$ cat src/rtl/crd_pkg.sv
// Shared types and widths for the camera ray direction color block.
// No dependencies; every other file in rtl/ imports this package.
package crd_pkg;

  // coordinate width of inputs and image size registers
  localparam int CW   = 12;
  // signed direction component: 2*p - w spans one bit more plus sign
  localparam int DW   = CW + 2;
  // magnitude of a direction component
  localparam int MW   = CW + 1;
  // square of one component
  localparam int SQW  = 2 * MW;
  // sum of three squares
  localparam int S2W  = SQW + 2;
  // color digit width
  localparam int KW   = 8;
  // 255 * |d|
  localparam int PW   = MW + KW;
  // (255 * d)^2
  localparam int TW   = 2 * PW;
  // k * s2 and k^2 * s2 accumulators
  localparam int KSW  = S2W + KW;
  localparam int KQW  = S2W + 2 * KW + 1;
  // full-scale color value
  localparam int COLOR_MAX = 255;

  // pipeline depth: four arithmetic stages plus one per color bit
  localparam int FRONT_STAGES = 4;
  localparam int DEPTH        = FRONT_STAGES + KW;

  // configuration register indexes
  typedef enum logic [0:0] {
    REG_IMAGE_WIDTH  = 1'b0,
    REG_IMAGE_HEIGHT = 1'b1
  } reg_index_t;

  typedef logic [CW-1:0]  coord_t;
  typedef logic [S2W-1:0] norm_t;
  typedef logic [TW-1:0]  target_t;
  typedef logic [KW-1:0]  color_t;

endpackage

$ cat src/rtl/crd_search.sv
// Eight-stage bit-by-bit search for the largest k with k*k*s2 <= target.
// Depends on crd_pkg. k^2*s2 and k*s2 are carried forward so no stage multiplies.
module crd_search (
  input  logic             clk,
  input  logic             en,
  input  crd_pkg::norm_t   s2,
  input  crd_pkg::target_t target,
  input  logic             pos,
  output crd_pkg::color_t  k
);
  import crd_pkg::*;

  // stage registers, stage i+1 holds the result of search step i
  logic [KQW-1:0] ksq  [1:KW];
  logic [KSW-1:0] ks   [1:KW];
  logic [KW-1:0]  kk   [1:KW];
  norm_t          s2p  [1:KW];
  target_t        tgt  [1:KW];
  logic           posp [1:KW];

  // inputs of each search step
  logic [KQW-1:0] ksq_in  [0:KW-1];
  logic [KSW-1:0] ks_in   [0:KW-1];
  logic [KW-1:0]  kk_in   [0:KW-1];
  norm_t          s2_in   [0:KW-1];
  target_t        tgt_in  [0:KW-1];
  logic           pos_in  [0:KW-1];

  logic [KQW-1:0] cand     [0:KW-1];
  logic           take     [0:KW-1];
  logic [KQW-1:0] ksq_next [0:KW-1];
  logic [KSW-1:0] ks_next  [0:KW-1];
  logic [KW-1:0]  kk_next  [0:KW-1];

  // step zero starts from k = 0 with the front pipeline values
  always_comb begin
    ksq_in[0] = '0;
    ks_in[0]  = '0;
    kk_in[0]  = '0;
    s2_in[0]  = s2;
    tgt_in[0] = target;
    pos_in[0] = pos;
    for (int i = 1; i < KW; i++) begin
      ksq_in[i] = ksq[i];
      ks_in[i]  = ks[i];
      kk_in[i]  = kk[i];
      s2_in[i]  = s2p[i];
      tgt_in[i] = tgt[i];
      pos_in[i] = posp[i];
    end
  end

  // try bit (KW-1-i) in stage i: (k+b)^2*s2 = k^2*s2 + 2b*k*s2 + b^2*s2
  always_comb begin
    for (int i = 0; i < KW; i++) begin
      cand[i] = ksq_in[i] + (KQW'(ks_in[i]) << (KW - i))
                + (KQW'(s2_in[i]) << (2 * (KW - 1 - i)));
      take[i] = cand[i] <= KQW'(tgt_in[i]);
      ksq_next[i] = take[i] ? cand[i] : ksq_in[i];
      ks_next[i]  = take[i] ? ks_in[i] + (KSW'(s2_in[i]) << (KW - 1 - i)) : ks_in[i];
      kk_next[i]  = take[i] ? (kk_in[i] | (KW'(1) << (KW - 1 - i))) : kk_in[i];
    end
  end

  // stage registers
  always_ff @(posedge clk) begin
    if (en) begin
      for (int i = 0; i < KW; i++) begin
        ksq[i+1]  <= ksq_next[i];
        ks[i+1]   <= ks_next[i];
        kk[i+1]   <= kk_next[i];
        s2p[i+1]  <= s2_in[i];
        tgt[i+1]  <= tgt_in[i];
        posp[i+1] <= pos_in[i];
      end
    end
  end

  // non-positive component gives zero
  assign k = posp[KW] ? kk[KW] : '0;

endmodule

$ cat config.mk
export PLATFORM = sky130hd
export DESIGN_NAME = crd_search
export DESIGN_NICKNAME = d
export VERILOG_FILES = /design/src/rtl/crd_pkg.sv /design/src/rtl/crd_search.sv
export SDC_FILE = /design/constraint.sdc
export NUM_CORES = 2
export LEC_CHECK = 0
export BUFFER_PORTS_ARGS = -buffer_cell sky130_fd_sc_hd__buf_2
export CAP_MARGIN = 40
export CORE_MARGIN = 2
export CORE_UTILIZATION = 35
export DETAILED_ROUTE_END_ITERATION = 6
export PLACE_DENSITY = 0.46
export SLEW_MARGIN = 20
export SYNTH_ARGS = -nofsm -noshare
export SYNTH_HDL_FRONTEND = slang
export SYNTH_SLANG_ARGS = --single-unit
$ cat constraint.sdc
create_clock -name clk -period 9 [get_ports clk]
set_clock_uncertainty 0.1 [all_clocks]
set_input_delay 0.9 -clock clk [delete_from_list [all_inputs] [get_ports clk]]
set_output_delay 0.9 -clock clk [all_outputs]
set_load 0.005 [all_outputs]
After elaboration in Yosys (flattened, before gate mapping)
Memory sizes are Yosys's and may differ from the RTL's.
Cells that the tools add are included.
- add/subtract/negate cells: 21
- order comparisons: 8
- mux-type cells: 27
- operators with widths (operator ; count):
    45-bit by 42-bit less-or-equal comparator with 1-bit output ; 7
    45-bit 2-to-1 mux ; 7
    36-bit 2-to-1 mux ; 7
    45-bit by 38-bit adder with 45-bit output ; 2
    45-bit by 40-bit adder with 45-bit output ; 2
    45-bit by 28-bit adder with 45-bit output ; 1
    45-bit by 30-bit adder with 45-bit output ; 1
    45-bit by 32-bit adder with 45-bit output ; 1
    45-bit by 34-bit adder with 45-bit output ; 1
    45-bit by 36-bit adder with 45-bit output ; 1
    45-bit by 37-bit adder with 45-bit output ; 1
    45-bit by 39-bit adder with 45-bit output ; 1
    45-bit by 41-bit adder with 45-bit output ; 1
    45-bit by 42-bit adder with 45-bit output ; 1
    45-bit by 43-bit adder with 45-bit output ; 1
    42-bit less-or-equal comparator ; 1
    42-bit 2-to-1 mux ; 1
    36-bit by 28-bit adder with 36-bit output ; 1
    36-bit by 29-bit adder with 36-bit output ; 1
    36-bit by 30-bit adder with 36-bit output ; 1
    36-bit by 31-bit adder with 36-bit output ; 1
    36-bit by 32-bit adder with 36-bit output ; 1
    36-bit by 33-bit adder with 36-bit output ; 1
    36-bit by 34-bit adder with 36-bit output ; 1
    9 further kinds ; 12
- memories: 6
- bits of input ports: 73
- bits in registers: 0
- memory bits (writable): 1280
- logic and storage cells: 62
- output and inout bits: 8
- memories (memory ; words ; width ; read ports ; clocked after Yosys merged registers in ; wr ports ; RTL line ; source):
    ksq ; 8 ; 45 ; 7 ; 0 ; 8 ; crd_search.sv:14 ; logic [KQW-1:0] ksq [1:KW];
    tgt ; 8 ; 42 ; 7 ; 0 ; 8 ; crd_search.sv:18 ; target_t tgt [1:KW];
    ks ; 8 ; 36 ; 7 ; 0 ; 8 ; crd_search.sv:15 ; logic [KSW-1:0] ks [1:KW];
    s2p ; 8 ; 28 ; 7 ; 0 ; 8 ; crd_search.sv:17 ; norm_t s2p [1:KW];
    kk ; 8 ; 8 ; 8 ; 0 ; 8 ; crd_search.sv:16 ; logic [KW-1:0] kk [1:KW];
    posp ; 8 ; 1 ; 8 ; 0 ; 8 ; crd_search.sv:19 ; logic posp [1:KW];

Longest topological paths before layout
An unclocked memory read counts as a cell.
- depth after elaboration: 5
- mapped depth: 29

Least setup slack after synthesis
No wires, ideal clock.
- path kind: register to register
- from: register s2p[0][171] (netlist name)
- to: register ks[0][279] (netlist name)
- path buffers: 1
- stages on the path, launching flop included: 26
- arrival: 6.234 ns
- data required time: 8.640 ns
- slack: 2.407 ns
- period minus slack after synthesis: 6.593 ns
- setup time: 0.260 ns
- path through: edfxtp_1 > fa_1 > ha_1 > fa_1 > a21oi_1 > o22ai_1 > o31ai_1 > a21oi_1 > o22ai_1 > o31ai_1 > o31ai_1 > o2111ai_1 > a21oi_1 > nor2_1 > xor2_1 > ha_1 > and4_1 > nand4_1 > nor3_1 > a32oi_1 > a2111oi_0 > o211ai_1 > or4_1 > clkinv_1 > buf_2 > mux2_2

==> run_results.csv <==
group,metric,value,unit
detailed_routing,drc,0,
critical_path,critPathRequiredTime,9.36,ns
sta,hold_violations,0,
finish,design_area,0.0722,mm^2
clocking,clk_pin_slew_worst_paths,0.06,ns
grt,overflow,0,
finish,layout_common_cells,"978 x edfxtp_1, 753 x ha_1, 410 x inv_1, 404 x a21oi_1, 304 x nand2_1",
clocking,cts-root-buf,"clkbuf_16",
logic_synthesis,synth_edf_count,978,
logic_synthesis,ys_seq_area_share,45.2,%
finish,final_common_cell,"edfxtp_1",
clocking,hold_buffers,0,
sta,finalCritPeriodShare,92.4,%
clocking,clockBufferDepth,3,
critical_path,crit_top_cell,"inv_1",
clocking,cts_setup_buffers,0,
detailed_routing,wl,168000,um
floorplan,num_rows,158,
floorplan,start_util,35.1,%
logic_synthesis,syn_inst,5569,
grt,use_met1,23.6,%
clocking,htree_levels,3,
logic_synthesis,avgSynthCellArea,11.7,um^2
detailed_routing,post_drt_wl_per_cell,20.3,um
logic_synthesis,ys_warn_count,0,
detailed_routing,ant_nets,0,
finish,areaGrowthSynthToFinish,11.2,%
grt,busiest_layer,"met2",
floorplan,ios,81,
logic_synthesis,syn_area,0.0650,mm^2
logic_synthesis,synthArstFlopShare,0,%
finish,drive_gt1_share,10.7,%
clocking,numCtsBuffers,114,
grt,grt_max_degree,166,
logic_synthesis,synthDistinctLibCells,94,
grt,grt_util_met3,1.64,%
finish,nets,6711,
grt,grt_util_all_layers,17.7,%
worst_hold_path,hold_path.startpoint,"target[28]",
logic_synthesis,ys.flop_type,"edfxtp_1",
critical_path,critical_path.max_fanout,13,
sta,drv_slew,0,
placed_design,placed_area,0.0686,mm^2
sta,setup_viol,0,
detailed_routing,viasPerCell,5.11,
critical_path,max_stage_delay,0.58,ns
critical_path,cp-startpoint,"s2p[0][143]",
grt,grt_pass1_wl,260000,um
critical_path,cpMaxStageDelayCell,"ha_1",
detailed_routing,dr.pass1.iters,5,
placed_design,io_buffers,80,
sta,tightest_slew,0.950,ns
floorplan,core,0.185,mm^2
grt,grt_pass1_vias,44800,
clocking,insertion_delay,0.74,ns
placed_design,gp_congestion,0.847,
finish,antenna_cells,0,
clocking,cts-resized-gates,0,
floorplan,die_y,435,um
sta,rsz0062_at_grt,"false",
detailed_routing,drt-initial-drc-count,2192,
run_status,status,"finished clean",
critical_path,rr_startpoint,"s2p[0][143]",
clocking,cts_tree,"built",
critical_path,arrival,8.68,ns
flow_run,drv_cap,0,
critical_path,start_kind,"register",
critical_path,end_kind,"register",
grt,antenna_found_initial,1,
logic_synthesis,ys_seq_elements,978,
sta,tns,0,ns
critical_path,worstSetupPathType,"reg2reg",
sta,slew_headroom,36.6,%
floorplan,dieArea,0.189,mm^2
placed_design,hpwl,134000,um
worst_hold_path,hp-class,"in2reg",
sta,max_freq,120,MHz
floorplan,chipWidth,435,um
grt,grt_util_met2,30.0,%
sta,period_minus_slack,8.31,ns
detailed_routing,num_vias,42400,
clocking,cts_sinks,978,
## kinds of logic after synthesis
family	after synthesis	share of synthesized area, %
and+or+nand+nor	1166	9.07
other	1	0.00577
buffers and inverters	499	3.00
muxes	270	4.67
adders and majority gates	916	19.5
xor gates and xnor gates	386	5.20
AOI/OAI and AO/OA	1353	13.3
DFF	978	45.2
## Yosys cell counts, drive strengths merged (66+ instances only)
| master | count | area share [%] |
|---|---|---|
| xnor2 | 269 | 3.6 |
| nand2 | 304 | 1.8 |
| nor2 | 229 | 1.3 |
| xor2 | 117 | 1.6 |
| o21ai | 280 | 2.2 |
| a21o | 257 | 3.0 |
| ha | 753 | 15 |
| edfxtp | 978 | 45 |
| inv | 410 | 2.4 |
| o21a | 66 | 0.76 |
| nor2b | 96 | 0.92 |
| mux2 | 262 | 4.5 |
| nor3 | 75 | 0.58 |
| nand3 | 88 | 0.68 |
| nand4 | 80 | 0.77 |
| fa | 163 | 5.0 |
| a21oi | 407 | 3.1 |
| nand2b | 68 | 0.65 |
## per-stage QoR
stage          setup WS (ns)  util (%)  std cells  hold slack [ns]
2_1_floorplan           2.41         -       5571            0.300
3_3_place_gp           0.288      37.1       8080            0.302
3_5_place_dp           0.662      37.1       8085            0.305
4_1_cts                0.650      39.1       8293            0.173
5_1_grt                0.341      39.1       8294            0.215
6_report               0.688      39.1       8294            0.252
## layer usage
metal	vias up	part of all wire [%]	wire, um
met3	192	2.4	3960
met5	-	0	0
met1	20600	47	78800
li1	21000	-	-
met2	525	47	79700
met4	0	3.3	5570
## final timing paths
check	cells after the start	endpoint	slack (ns)
max reg2reg	28	ksq[0][277]	0.69
max	28	ksq[0][277]	0.69
min reg2reg	0	kk[0][62]	0.32
min	1	tgt[0][70]	0.25
## state kept, by name, indices dropped and copies added, names as in the netlist
| signal | flops |
|---|---|
| tgt | 294 |
| ksq | 255 |
| s2p | 196 |
| ks | 189 |
| kk | 36 |
| posp | 8 |
## final cells by class
| type | count | area (um^2) |
|---|---|---|
| Inverter | 411 | 1540 |
| Clock inverter | 70 | 636 |
| Timing Repair Buffer | 123 | 887 |
| Sequential cell | 978 | 29400 |
| Clock buffer | 138 | 3010 |
| Multi-Input combinational cell | 4094 | 33700 |
| Fill cell | 17700 | 113000 |
| Tap cell | 2480 | 3100 |
## worst max-delay path, delay by kind of cell, from the launching register on
| family | cells | cell delay (ns) |
|---|---|---|
| and+or+nand+nor | 5 | 1.00 |
| DFF | 1 | 0.45 |
| AOI/OAI and AO/OA | 13 | 3.26 |
| xor gates and xnor gates | 1 | 0.16 |
| buffers and inverters | 5 | 1.29 |
| adders and majority gates | 4 | 1.74 |
Power is not shown: default switching activity piles up to over one toggle a cycle in this logic, so the estimate is an artifact.
